==> config.mk <==
export PLATFORM = sky130hd
export DESIGN_NAME = property_definition_stream_parser_unit
export DESIGN_NICKNAME = d
export VERILOG_FILES = /design/src/rtl/core/pdsp_pkg.sv /design/src/rtl/core/pdsp_cfg_regs.sv /design/src/rtl/core/pdsp_parser.sv /design/src/rtl/core/property_definition_stream_parser_unit.sv
export SDC_FILE = /design/constraint.sdc
export NUM_CORES = 1
export LEC_CHECK = 0
export ABC_AREA = 1
export BUFFER_PORTS_ARGS = -buffer_cell sky130_fd_sc_hd__buf_2
export CORE_ASPECT_RATIO = 1.5
export CORE_MARGIN = 2
export CORE_UTILIZATION = 50
export DETAILED_ROUTE_END_ITERATION = 16
export PLACE_DENSITY = 0.69
export SETUP_SLACK_MARGIN = 0.1
export SLEW_MARGIN = 20
export SYNTH_ARGS = -nofsm -noshare
export SYNTH_HDL_FRONTEND = slang
export SYNTH_SLANG_ARGS = --single-unit
export TNS_END_PERCENT = 1
==> constraint.sdc <==
create_clock -name i_clk -period 5.9 [get_ports i_clk]
set_clock_uncertainty 0.2 [all_clocks]
set_input_delay 0 -clock i_clk [delete_from_list [all_inputs] [get_ports i_clk]]
set_output_delay 0 -clock i_clk [all_outputs]
set_load 0.05 [all_outputs]
==> src/rtl/core/pdsp_pkg.sv <==
`timescale 1ns / 1ps
// ----------------------------------------------------------------------------
// pdsp_pkg
// Shared types, codes and helpers for the property definition stream parser.
// ----------------------------------------------------------------------------
package pdsp_pkg;

    localparam int unsigned CFG_ADDR_W = 2;
    localparam int unsigned CFG_DATA_W = 16;

    localparam logic [CFG_ADDR_W-1:0] CFG_VERSION_TWO = 2'd0;
    localparam logic [CFG_ADDR_W-1:0] CFG_MAX_DEFS    = 2'd1;
    localparam logic [CFG_ADDR_W-1:0] CFG_MAX_SKIPS   = 2'd2;

    localparam logic [15:0] RST_VERSION_TWO = 16'd259;
    localparam logic [15:0] RST_MAX_DEFS    = 16'd1000;
    localparam logic [15:0] RST_MAX_SKIPS   = 16'd500;

    localparam logic [7:0]  ESCAPE_BYTE  = 8'hFF;
    localparam logic [2:0]  LAST_STRING  = 3'd4;
    localparam logic [3:0]  KIND_IGNORED = 4'd13;

    localparam logic [1:0]  STAT_OK       = 2'd0;
    localparam logic [1:0]  STAT_BAD_CNT  = 2'd1;
    localparam logic [1:0]  STAT_SKIP_OVF = 2'd2;

    typedef enum logic [3:0] {
        PH_VERSION   = 4'd0,
        PH_COUNT     = 4'd1,
        PH_FLAGS     = 4'd2,
        PH_VARTYPE   = 4'd3,
        PH_DISPID    = 4'd4,
        PH_NAMELEN   = 4'd5,
        PH_NAMECHARS = 4'd6,
        PH_STRLEN    = 4'd7,
        PH_EXTLEN    = 4'd8,
        PH_STRCHARS  = 4'd9,
        PH_INTTYPE   = 4'd10,
        PH_SKIPSIZE  = 4'd11,
        PH_SKIPDATA  = 4'd12,
        PH_DONE_OK   = 4'd13,
        PH_DONE_BAD  = 4'd14,
        PH_DONE_OVF  = 4'd15
    } t_phase;

    typedef struct packed {
        logic [15:0] version_two_code;
        logic [15:0] max_definitions;
        logic [15:0] max_skip_blocks;
    } t_cfg;

    typedef struct packed {
        logic [3:0]  field_kind;
        logic [15:0] def_index;
        logic [2:0]  string_number;
        logic [31:0] field_value;
        logic        value_done;
        logic [1:0]  status;
    } t_result;

    // bytes in a numeric field, zero for the others
    function automatic logic [2:0] field_bytes(input t_phase ph);
        logic [2:0] nb;
        unique case (ph)
            PH_VERSION, PH_VARTYPE, PH_NAMELEN, PH_EXTLEN:         nb = 3'd2;
            PH_COUNT, PH_FLAGS, PH_DISPID, PH_INTTYPE, PH_SKIPSIZE: nb = 3'd4;
            PH_STRLEN:                                              nb = 3'd1;
            default:                                                nb = 3'd0;
        endcase
        return nb;
    endfunction

endpackage

==> src/rtl/core/pdsp_cfg_regs.sv <==
`timescale 1ns / 1ps
// ----------------------------------------------------------------------------
// pdsp_cfg_regs
// Configuration register file, written through a plain write port.
// ----------------------------------------------------------------------------
module pdsp_cfg_regs (
    input  logic                             i_clk,
    input  logic                             i_rst_n,
    input  logic                             i_cfg_we,
    input  logic [pdsp_pkg::CFG_ADDR_W-1:0]  i_cfg_addr,
    input  logic [pdsp_pkg::CFG_DATA_W-1:0]  i_cfg_data,
    output pdsp_pkg::t_cfg                   o_cfg
);
    import pdsp_pkg::*;

    t_cfg r_cfg;

    always_ff @(posedge i_clk) begin
        if (!i_rst_n) begin
            r_cfg.version_two_code <= RST_VERSION_TWO;
            r_cfg.max_definitions  <= RST_MAX_DEFS;
            r_cfg.max_skip_blocks  <= RST_MAX_SKIPS;
        end else if (i_cfg_we) begin
            unique case (i_cfg_addr)
                CFG_VERSION_TWO: r_cfg.version_two_code <= i_cfg_data;
                CFG_MAX_DEFS:    r_cfg.max_definitions  <= i_cfg_data;
                CFG_MAX_SKIPS:   r_cfg.max_skip_blocks  <= i_cfg_data;
                default: ;
            endcase
        end
    end

    assign o_cfg = r_cfg;

endmodule

==> src/rtl/core/pdsp_parser.sv <==
`timescale 1ns / 1ps
// ----------------------------------------------------------------------------
// pdsp_parser
// Parse state and one-byte step: tags the byte and assembles numeric fields.
// ----------------------------------------------------------------------------
module pdsp_parser (
    input  logic              i_clk,
    input  logic              i_rst_n,
    input  pdsp_pkg::t_cfg    i_cfg,
    input  logic              i_step_en,
    input  logic [7:0]        i_byte,
    input  logic              i_first,
    output pdsp_pkg::t_result o_res
);
    import pdsp_pkg::*;

    t_phase      r_phase,  n_phase;
    logic [1:0]  r_bif,    n_bif;
    logic [23:0] r_acc,    n_acc;
    logic [31:0] r_rem,    n_rem;
    logic [15:0] r_ver,    n_ver;
    logic [15:0] r_left,   n_left;
    logic [15:0] r_def,    n_def;
    logic [2:0]  r_str,    n_str;
    logic [15:0] r_seen,   n_seen;

    t_phase      c_phase;
    logic [1:0]  c_bif;
    logic [23:0] c_acc;
    logic [31:0] c_rem;
    logic [15:0] c_ver;
    logic [15:0] c_left;
    logic [15:0] c_def;
    logic [2:0]  c_str;
    logic [15:0] c_seen;
    logic [2:0]  nb;
    logic [31:0] val_full;
    logic [31:0] start_len;
    logic [15:0] seen_inc;
    logic        start_chars;
    logic        end_str;
    logic        end_def;

    always_comb begin
        // restart takes the byte as the first version byte
        c_phase = i_first ? PH_VERSION : r_phase;
        c_bif   = i_first ? 2'd0  : r_bif;
        c_acc   = i_first ? 24'd0 : r_acc;
        c_rem   = i_first ? 32'd0 : r_rem;
        c_ver   = i_first ? 16'd0 : r_ver;
        c_left  = i_first ? 16'd0 : r_left;
        c_def   = i_first ? 16'd0 : r_def;
        c_str   = i_first ? 3'd0  : r_str;
        c_seen  = i_first ? 16'd0 : r_seen;

        n_phase = c_phase;
        n_bif   = c_bif;
        n_acc   = c_acc;
        n_rem   = c_rem;
        n_ver   = c_ver;
        n_left  = c_left;
        n_def   = c_def;
        n_str   = c_str;
        n_seen  = c_seen;

        start_chars = 1'b0;
        start_len   = 32'd0;
        end_str     = 1'b0;
        end_def     = 1'b0;
        seen_inc    = (c_seen != 16'hFFFF) ? c_seen + 16'd1 : c_seen;

        o_res.field_kind    = (c_phase >= PH_DONE_OK) ? KIND_IGNORED : 4'(c_phase);
        o_res.def_index     = (c_phase >= PH_FLAGS && c_phase <= PH_SKIPDATA) ? c_def : 16'd0;
        o_res.string_number = (c_phase >= PH_STRLEN && c_phase <= PH_STRCHARS) ? c_str : 3'd0;
        o_res.field_value   = 32'd0;
        o_res.value_done    = 1'b0;

        nb       = field_bytes(c_phase);
        val_full = {8'd0, c_acc} | ({24'd0, i_byte} << {c_bif, 3'b000});

        if (nb != 3'd0) begin
            if ({1'b0, c_bif} + 3'd1 >= nb) begin
                o_res.field_value = val_full;
                o_res.value_done  = 1'b1;
                n_bif = 2'd0;
                n_acc = 24'd0;
                unique case (c_phase)
                    PH_VERSION: begin
                        n_ver   = val_full[15:0];
                        n_phase = PH_COUNT;
                    end
                    PH_COUNT: begin
                        n_left = val_full[15:0];
                        n_def  = 16'd0;
                        if (val_full == 32'd0 || val_full >= {16'd0, i_cfg.max_definitions}) begin
                            n_phase = PH_DONE_BAD;
                        end else begin
                            n_phase = PH_FLAGS;
                        end
                    end
                    PH_FLAGS:   n_phase = PH_VARTYPE;
                    PH_VARTYPE: n_phase = PH_DISPID;
                    PH_DISPID:  n_phase = PH_NAMELEN;
                    PH_NAMELEN: begin
                        n_rem   = {15'd0, val_full[15:0], 1'b0};
                        n_str   = 3'd0;
                        n_phase = (val_full[15:0] == 16'd0) ? PH_STRLEN : PH_NAMECHARS;
                    end
                    PH_STRLEN: begin
                        if (val_full[7:0] == ESCAPE_BYTE) begin
                            n_phase = PH_EXTLEN;
                        end else begin
                            start_chars = 1'b1;
                            start_len   = {24'd0, val_full[7:0]};
                        end
                    end
                    PH_EXTLEN: begin
                        start_chars = 1'b1;
                        start_len   = {16'd0, val_full[15:0]};
                    end
                    PH_INTTYPE: begin
                        n_seen  = 16'd0;
                        n_phase = PH_SKIPSIZE;
                    end
                    default: begin
                        n_seen = seen_inc;
                        if (seen_inc >= i_cfg.max_skip_blocks) begin
                            n_phase = PH_DONE_OVF;
                        end else if (val_full == 32'd0) begin
                            end_def = 1'b1;
                        end else begin
                            n_rem   = val_full;
                            n_phase = PH_SKIPDATA;
                        end
                    end
                endcase
            end else begin
                n_bif = c_bif + 2'd1;
                n_acc = val_full[23:0];
            end
        end else if (c_phase == PH_NAMECHARS || c_phase == PH_STRCHARS
                     || c_phase == PH_SKIPDATA) begin
            n_rem = c_rem - 32'd1;
            if (c_rem == 32'd1) begin
                priority if (c_phase == PH_NAMECHARS) begin
                    n_str   = 3'd0;
                    n_phase = PH_STRLEN;
                end else if (c_phase == PH_STRCHARS) begin
                    end_str = 1'b1;
                end else begin
                    n_phase = PH_SKIPSIZE;
                end
            end
        end

        if (start_chars) begin
            n_rem = start_len;
            if (start_len == 32'd0) begin
                end_str = 1'b1;
            end else begin
                n_phase = PH_STRCHARS;
            end
        end

        if (end_str) begin
            priority if (c_str < LAST_STRING) begin
                n_str   = c_str + 3'd1;
                n_phase = PH_STRLEN;
            end else if (c_ver == i_cfg.version_two_code) begin
                n_phase = PH_INTTYPE;
            end else begin
                end_def = 1'b1;
            end
        end

        if (end_def) begin
            n_left  = c_left - 16'd1;
            n_def   = c_def + 16'd1;
            n_str   = 3'd0;
            n_phase = (c_left == 16'd1) ? PH_DONE_OK : PH_FLAGS;
        end

        priority if (n_phase == PH_DONE_BAD) begin
            o_res.status = STAT_BAD_CNT;
        end else if (n_phase == PH_DONE_OVF) begin
            o_res.status = STAT_SKIP_OVF;
        end else begin
            o_res.status = STAT_OK;
        end
    end

    always_ff @(posedge i_clk) begin
        if (!i_rst_n) begin
            r_phase <= PH_VERSION;
            r_bif   <= 2'd0;
            r_acc   <= 24'd0;
            r_rem   <= 32'd0;
            r_ver   <= 16'd0;
            r_left  <= 16'd0;
            r_def   <= 16'd0;
            r_str   <= 3'd0;
            r_seen  <= 16'd0;
        end else if (i_step_en) begin
            r_phase <= n_phase;
            r_bif   <= n_bif;
            r_acc   <= n_acc;
            r_rem   <= n_rem;
            r_ver   <= n_ver;
            r_left  <= n_left;
            r_def   <= n_def;
            r_str   <= n_str;
            r_seen  <= n_seen;
        end
    end

endmodule

==> src/rtl/core/property_definition_stream_parser_unit.sv <==
`timescale 1ns / 1ps
// ----------------------------------------------------------------------------
// property_definition_stream_parser_unit
// Byte-wise property definition stream parser with field tagging.
// ----------------------------------------------------------------------------
// path: an accepted word goes to the input register, then through the parse
// step to the result register, where it stays while held by the sink
// throughput: one word per cycle unless the sink holds the result register;
// the parse step lies between the input register and the result register
// reset: synchronous active low; parse restarts at the version field and
// the configuration registers return to their defaults
module property_definition_stream_parser_unit (
    input  logic        i_clk,
    input  logic        i_rst_n,
    input  logic        i_cfg_we,
    input  logic [1:0]  i_cfg_addr,
    input  logic [15:0] i_cfg_data,
    input  logic        s_axis_tvalid,
    output logic        s_axis_tready,
    input  logic [7:0]  s_axis_tdata,   // stream_byte
    input  logic        s_axis_tuser,   // first_of_stream
    output logic        m_axis_tvalid,
    input  logic        m_axis_tready,
    // def_index[15:0], string_number[18:16], field_value[50:19],
    // status[52:51], zero fill[55:53]
    output logic [55:0] m_axis_tdata,
    output logic [4:0]  m_axis_tuser    // field_kind[3:0], value_done[4]
);
    import pdsp_pkg::*;

    t_cfg       cfg;
    t_result    step_res;
    t_result    r_out;
    logic       r_out_valid;
    logic       r_in_valid;
    logic [7:0] r_in_byte;
    logic       r_in_first;
    logic       out_free;
    logic       step_en;

    assign out_free      = !r_out_valid || m_axis_tready;
    assign step_en       = r_in_valid && out_free;
    assign s_axis_tready = !r_in_valid || out_free;

    pdsp_cfg_regs u_cfg (
        .i_clk      (i_clk),
        .i_rst_n    (i_rst_n),
        .i_cfg_we   (i_cfg_we),
        .i_cfg_addr (i_cfg_addr),
        .i_cfg_data (i_cfg_data),
        .o_cfg      (cfg)
    );

    pdsp_parser u_parser (
        .i_clk     (i_clk),
        .i_rst_n   (i_rst_n),
        .i_cfg     (cfg),
        .i_step_en (step_en),
        .i_byte    (r_in_byte),
        .i_first   (r_in_first),
        .o_res     (step_res)
    );

    // input word register
    always_ff @(posedge i_clk) begin
        if (!i_rst_n) begin
            r_in_valid <= 1'b0;
        end else if (s_axis_tready) begin
            r_in_valid <= s_axis_tvalid;
        end
    end

    always_ff @(posedge i_clk) begin
        if (s_axis_tready && s_axis_tvalid) begin
            r_in_byte  <= s_axis_tdata;
            r_in_first <= s_axis_tuser;
        end
    end

    // result word register
    always_ff @(posedge i_clk) begin
        if (!i_rst_n) begin
            r_out_valid <= 1'b0;
        end else if (out_free) begin
            r_out_valid <= r_in_valid;
        end
    end

    always_ff @(posedge i_clk) begin
        if (step_en) begin
            r_out <= step_res;
        end
    end

    assign m_axis_tvalid = r_out_valid;
    assign m_axis_tdata  = {3'b000, r_out.status, r_out.field_value,
                            r_out.string_number, r_out.def_index};
    assign m_axis_tuser  = {r_out.value_done, r_out.field_kind};

endmodule
==> impl_metrics.toml, run 1 <==
[cts]
htreeDepth = 1
ctsResizeCount = 0
cts_hold_buf = 51
cts-root-buf = "clkbuf_16"
clockBufferDepth = 3
cts_tree = "done"
clkTransAtPathRegs_ns = 0.06
clock_sinks = 246
cts_made_buffers = 26
worstSkewPairLatency_ns = 0.56
postCtsSetupRepairBufs = 0

[flow_run]
cap_violations = 0

[setup_path]
criticalPathCategory = "reg -> reg"
cp_max_fo = 58
critical_path_required_ns = 6.01
r2r_end = "m_axis_tdata[51]"
crit_path_end_kind = "flip-flop"
cp_data_arrival_time_ns = 5.38
worstSetupStartpointType = "flip-flop"
ff2ff_setup_slack_ns = 0.63
reg2reg_from = "r_in_first"
reg2reg_depth = 16

[power_and_ir_drop]
powerDensity_mw_per_mm2 = 257
power.total_uw = 4680
p_leak_uw = 0.00792
peakVddDrop_mv = 0.219

[routing]
vias = 16600
drt_first_pass_iters = 5
antenna_left = 0
drt_iter0_drc = 1408
vias_per_cell = 5.72
wirelength_um = 53400
drcViolationCount = 0
wl_per_cell_um = 18.4

[sta]
post-route-min-period_ns = 5.27
hold_ws_ns = -0.0217
rsz0062_at_grt = "no"
hold_viol_final = 5
max_freq_mhz = 190
setup_violations = 0
setup-tns-final_ns = 0
slew_headroom_pct = 28.7
fin_crit_sh_pct = 89.2
worst_pin_slew_ns = 1.07
maxSlewViolCount = 0

[cells_and_area]
fillers = 3087
final_nets = 2551
mostFrequentLayoutCells = "nand2_1, nor2_1, inv_1, a21oi_1, o21ai_0"
layout_commonest_cell = "nand2_1"
drive_above_1_share_pct = 10.5
antennaDiodeCount = 0
syn_to_final_growth_pct = 12.0

[logic_synthesis]
ys_ff_latch = 246
seq_area_frac_synth_pct = 34.4
syn-cell-area_sq_mm = 0.0163
synth_top_area_cell = "dfxtp_1"
ys_top_cells_by_area = "dfxtp_1, edfxtp_1, nand2_1"
netlist_instances = 2395
syn_avg_cell_area_sq_um = 6.79
yosysWarnings = 0
synth.distinct_cells = 57
async_reset_ff_share_pct = 0
synth_flop_cell = "dfxtp_1"
synth_edf_count = 67
synth_top_area_share_pct = 22.0

[place]
gp_congestion = 0.972
portBuffers = 91
hpwl_um = 37300

[worst_hold_path]
worstHoldStart = "i_rst_n"
hold_depth = 4
whs_endpoint = "u_parser.r_rem[5]"
hold_path.class = "in -> reg"

[floorplan]
die_w_um = 151
dieArea_sq_mm = 0.0340
io_pins = 95
core_sq_mm = 0.0319
initial_core_util_pct = 50.9
core.rowCount = 80
die_y_um = 225

[grt]
grt_antenna_before_repair = 0
grt_pass1_wl_um = 83500
globalRouteOverflowTotal = 0
grt_start_max_net_pins = 95
track_usage_pct = 31.1
grt_pass1_vias = 15600

[run_status]
status = "finished, violations left"
violations = "negative hold slack"
==> where the power goes <==
group	internal (uW)	leakage [uW]	switching, uW
combinational	310	0.00541	812
clock	983	0.000409	712
sequential	1820	0.00210	46.8
==> critical path, stage by stage (launching register included) <==
cell and delay (ns):
edfxtp_1 0.55, inv_12 0.21, buf_4 0.70, nand3_1 0.30, nor2_4 0.23, nor2_1 0.08
nand3_2 0.45, nand2_4 0.23, buf_4 0.29, nor2_2 0.44, nand2_1 0.53, nand2_4 0.41
nor2_2 0.08, nand2_1 0.08, nand2_1 0.07, nand2_1 0.06, nor2_1 0.05
==> worst max-delay path by stage <==
stage	start	to	slack, ns
floorplan	r_in_first	u_parser.r_rem[15]	0.93
global placement	r_in_first	m_axis_tdata[51]	0.72
detailed placement	r_in_first	m_axis_tdata[51]	0.68
CTS	r_in_first	m_axis_tdata[51]	0.68
global route	r_in_first	u_parser.r_def[10]	0.11
finish	r_in_first	m_axis_tdata[51]	0.63
==> per-layer routing <==
layer,routed length [um],up-vias,GRT usage (%)
met4,3200,0,16.8
met5,0,-,0
met2,25700,650,52.4
met1,20600,7694,38.0
met3,3870,163,4.54
li1,-,8102,-
==> cells in the mapped netlist (6+ instances only) <==
master    instances
o221ai_1          6
ha_1             47
a21oi_1         248
a22oi_1          15
nor4_1            9
buf_6            10
buf_4            10
buf_2            19
dfxtp_1         179
nor2_1          266
o211ai_1         67
clkbuf_1         72
a31oi_1           6
nor3_1           34
nor2_4            7
inv_1           248
inv_2            22
o21ai_1          16
nand2_2          24
nand4_1          19
nand2_1         513
xor2_1           40
o21ai_0         185
edfxtp_1         67
nand2_4           8
nor2_2           14
nand3_2           8
xnor2_1          14
nand3_1         163
buf_1            11
==> registers in the layout (all words and copies together) (netlist names) <==
name              count
u_parser.r_str        3
u_cfg.o_cfg          48
u_parser.r_left      16
u_parser.r_ver       16
u_parser.r_bif        2
u_parser.r_seen      16
m_axis_tdata         53
r_in_first            1
m_axis_tvalid         1
u_parser.r_phase      4
u_parser.r_rem       32
u_parser.r_def       16
u_parser.r_acc       24
r_in_byte             8
r_in_valid            1
m_axis_tuser          5
==> kinds of logic (layout without fill, tap and decap cells) <==
logic type,Yosys count,in the layout,share of synthesized area (%)
other,1,3,0.0231
multiplexers,3,3,0.185
flip-flops,246,246,34.4
AND/OR/NAND/NOR,1087,1087,29.5
AO/OA/AOI/OAI,561,561,19.1
buffers and inverters,396,491,10.3
XOR/XNOR,54,54,2.91
adder cells (fa/ha/maj),47,47,3.62
==> metrics by stage <==
step | setup WS [ns] | area, sq um | cells | utilization, %
2_1_floorplan | 0.927 | 16300 | 2397 | -
3_3_place_gp | 0.725 | 16800 | 2803 | 52.7
3_5_place_dp | 0.683 | 16800 | 2803 | 52.7
4_1_cts | 0.677 | 18200 | 2902 | 57.0
5_1_grt | 0.113 | 18200 | 2902 | 57.0
6_report | 0.634 | 18200 | 2902 | 57.0
==> layout make-up <==
class,instances,area [sq um],share of cell area [%]
well taps,410,513,2.82
repair buffers,172,1200,6.61
clock inverters,12,143,0.783
flip-flops and latches,246,5600,30.7
clock buffers,36,719,3.95
inverters,271,1030,5.67
multi-input cells,1755,9000,49.4
(Power assumes the default switching activity.)
==> inputs of run 2 (changes only) <==
CORE_MARGIN = unset   (was 2)
PLACE_DENSITY = 0.68   (was 0.69)
SYNTH_HIERARCHICAL = 1   (was unset)
==> impl_metrics.toml, run 2 <==
[cts]
clkTransAtPathRegs_ns = 0.06
cts_made_buffers = 26
cts-root-buf = "clkbuf_16"
cts_tree = "done"
worstSkewPairLatency_ns = 0.57
clockBufferDepth = 3
postCtsSetupRepairBufs = 0
htreeDepth = 1
clock_sinks = 246

[logic_synthesis]
ys_ff_latch = 246
synthSimpleGateAreaFrac_pct = 31.6
synth_top_area_share_pct = 21.9
synth_compound_area_share_pct = 17.1
yosys.cell_count.top_type = "nand2_1"
synth_top_family_by_area = "simple AND/OR/NAND/NOR gates"
synth_common_cells = "nand2_1, nor2_1, inv_1"
yosysWarnings = 6
syn_avg_cell_area_sq_um = 6.67
synth.area.mux_share_pct = 0.0612
seq_area_frac_synth_pct = 34.2
netlist_instances = 2450
synth_edf_count = 67
syn-cell-area_sq_mm = 0.0163
synth_top_area_cell = "dfxtp_1"
synth_flop_cell = "dfxtp_1"
synthXorXnorAreaFrac_pct = 2.73
async_reset_ff_share_pct = 0
synth.distinct_cells = 56
ys_top_cells_by_area = "dfxtp_1, nand2_1, edfxtp_1"
synth_fa_ha_area_share_pct = 3.67

[setup_path]
path_cells = "buf_4 -> inv_8 -> nand2_2 -> inv_1 -> ha_1 -> nor2_1 -> o21ai_1 -> inv_1 -> ha_1 -> nand3b_1 -> nand3_2 -> inv_1 -> nor2_2 -> inv_1 -> nor2_4 -> nand2_1 -> nand2_4 -> nor2_1 -> nand2_1 -> nand2_1 -> nand2_1 -> nor2_1"
critical_path_required_ns = 6.01
slowest_stage = "edfxtp_1"
crit_path_end_kind = "flip-flop"
reg2reg_from = "r_in_first"
ff2ff_setup_slack_ns = 0.62
criticalPathCategory = "reg -> reg"
critPathLaunch = "r_in_first"
worstSetupStartpointType = "flip-flop"
cp_data_arrival_time_ns = 5.39
max_stage_delay_ns = 0.66
cp_max_fo = 18

[sta]
worst_pin_slew_ns = 1.09
setup-tns-final_ns = 0
maxSlewViolCount = 0
slew_headroom_pct = 27.2
fin_crit_sh_pct = 89.5
max_freq_mhz = 189
fin_ws_ns = 0.621
setup_violations = 0
hold_ws_ns = 0.0862
hold_viol_final = 0
post-route-min-period_ns = 5.28
rsz0062_at_grt = "no"

[cells_and_area]
layout_commonest_cell = "nand2_1"
largest_reg_flops = 53
fin_cells = 2987
final_nets = 2637
design_area_sq_mm = 0.0186
fillers = 3136
antennaDiodeCount = 0
mostFrequentLayoutCells = "nand2_1, nor2_1, inv_1"
syn_to_final_growth_pct = 13.9
drive_above_1_share_pct = 10.9

[grt]
grt_most_used_layer = "met2"
met2_usage_pct = 55.5
grt_start_max_net_pins = 97
globalRouteOverflowTotal = 0
grt_antenna_before_repair = 0
track_usage_pct = 32.4
grtUsageMet1_pct = 37.8
use_met3_pct = 3.72
grt_pass1_wl_um = 85100
grt_pass1_vias = 16100

[place]
dpl_cell_area_sq_mm = 0.0171
portBuffers = 91
dp_cells = 2874
gp_congestion = 1.00
hpwl_um = 37100
dp_slack_ns = 0.553

[power_and_ir_drop]
p_leak_uw = 0.00839
peakVddDrop_mv = 0.217
powerDensity_mw_per_mm2 = 253

[floorplan]
die_y_um = 223
initial_core_util_pct = 51.0
die_w_um = 150
core_sq_mm = 0.0320
dieArea_sq_mm = 0.0334
io_pins = 95
core.rowCount = 80

[flow_run]
cap_violations = 0

[routing]
antenna_left = 0
vias_per_cell = 5.74
wirelength_um = 54400
drt_first_pass_iters = 6
drt_iter0_drc = 1239
drcViolationCount = 0
vias = 17200
wl_per_cell_um = 18.2

[worst_hold_path]
hold_path.class = "in -> reg"
worstHoldStart = "i_cfg_data[4]"

[run_status]
status = "complete, no violations"
-- run 2: cell count changes after synthesis, sizes merged, moves of 10 or more --
cell    previous run  this run
nand2            546       617
o21ai            205       155
nor2             287       312
o211ai            67        45
inv              271       287
nand4             22        34
a211oi             0        11
a221oi             1        11
xor2              40        30
-- run 2: final timing paths --
kind / endpoint / cells after the start
worst max-delay path: m_axis_tdata[51] / 22
worst min-delay path: u_cfg/o_cfg[20] / 4
worst max register to register: m_axis_tdata[51] / 22
worst min register to register: u_cfg/o_cfg[4] / 2
-- run 2: cells by family after synthesis --
family | count (synthesis)
AO/OA/AOI/OAI | 497
adder cells (fa/ha/maj) | 48
other | 1
flip-flops | 246
buffers and inverters | 415
multiplexers | 1
AND/OR/NAND/NOR | 1191
XOR/XNOR | 51
-- run 2: per-layer routing --
layer / vias up / share of wire (%)
li1: 8266 / -
met1: 7962 / 38
met2: 721 / 49
met3: 203 / 6.2
met4: 0 / 6.7
met5: - / 0
-- run 2: power breakdown --
group	total, uW	switching, uW	internal, uW
clock	1720	729	987
sequential	1860	43.7	1810
combinational	1130	801	329
-- run 2: worst max-delay path, delay by kind of cell (launching register included) --
family	cells	cell delay [ns]
compound gates	1	0.27
fa+ha+maj	2	0.56
buf+inv	6	1.05
flops	1	0.66
simple gates	13	2.28
-- run 2: repair_timing --
item                                    CTS  global route
endpoints found under the setup margin    0            32
resized for setup                         0             1
hold buffers                             65             0
hold endpoints to repair                 84             0
-- run 2: final cells by class --
cell class / count / area, sq um / area share, %
tap: 410 / 513 / 2.76
multi-input combinational: 1791 / 9050 / 48.6
sequential: 246 / 5600 / 30.1
clock inverter: 14 / 169 / 0.907
clock buffer: 34 / 712 / 3.82
timing repair buffer: 204 / 1480 / 7.94
inverter: 288 / 1090 / 5.87
-- run 2: per-stage QoR --
step	utilization (%)	total power, uW
CTS	58.1	4710
floorplan	-	2650
finish	58.1	4700
global route	58.1	4900
detailed placement	53.3	2970
global placement	53.3	2950
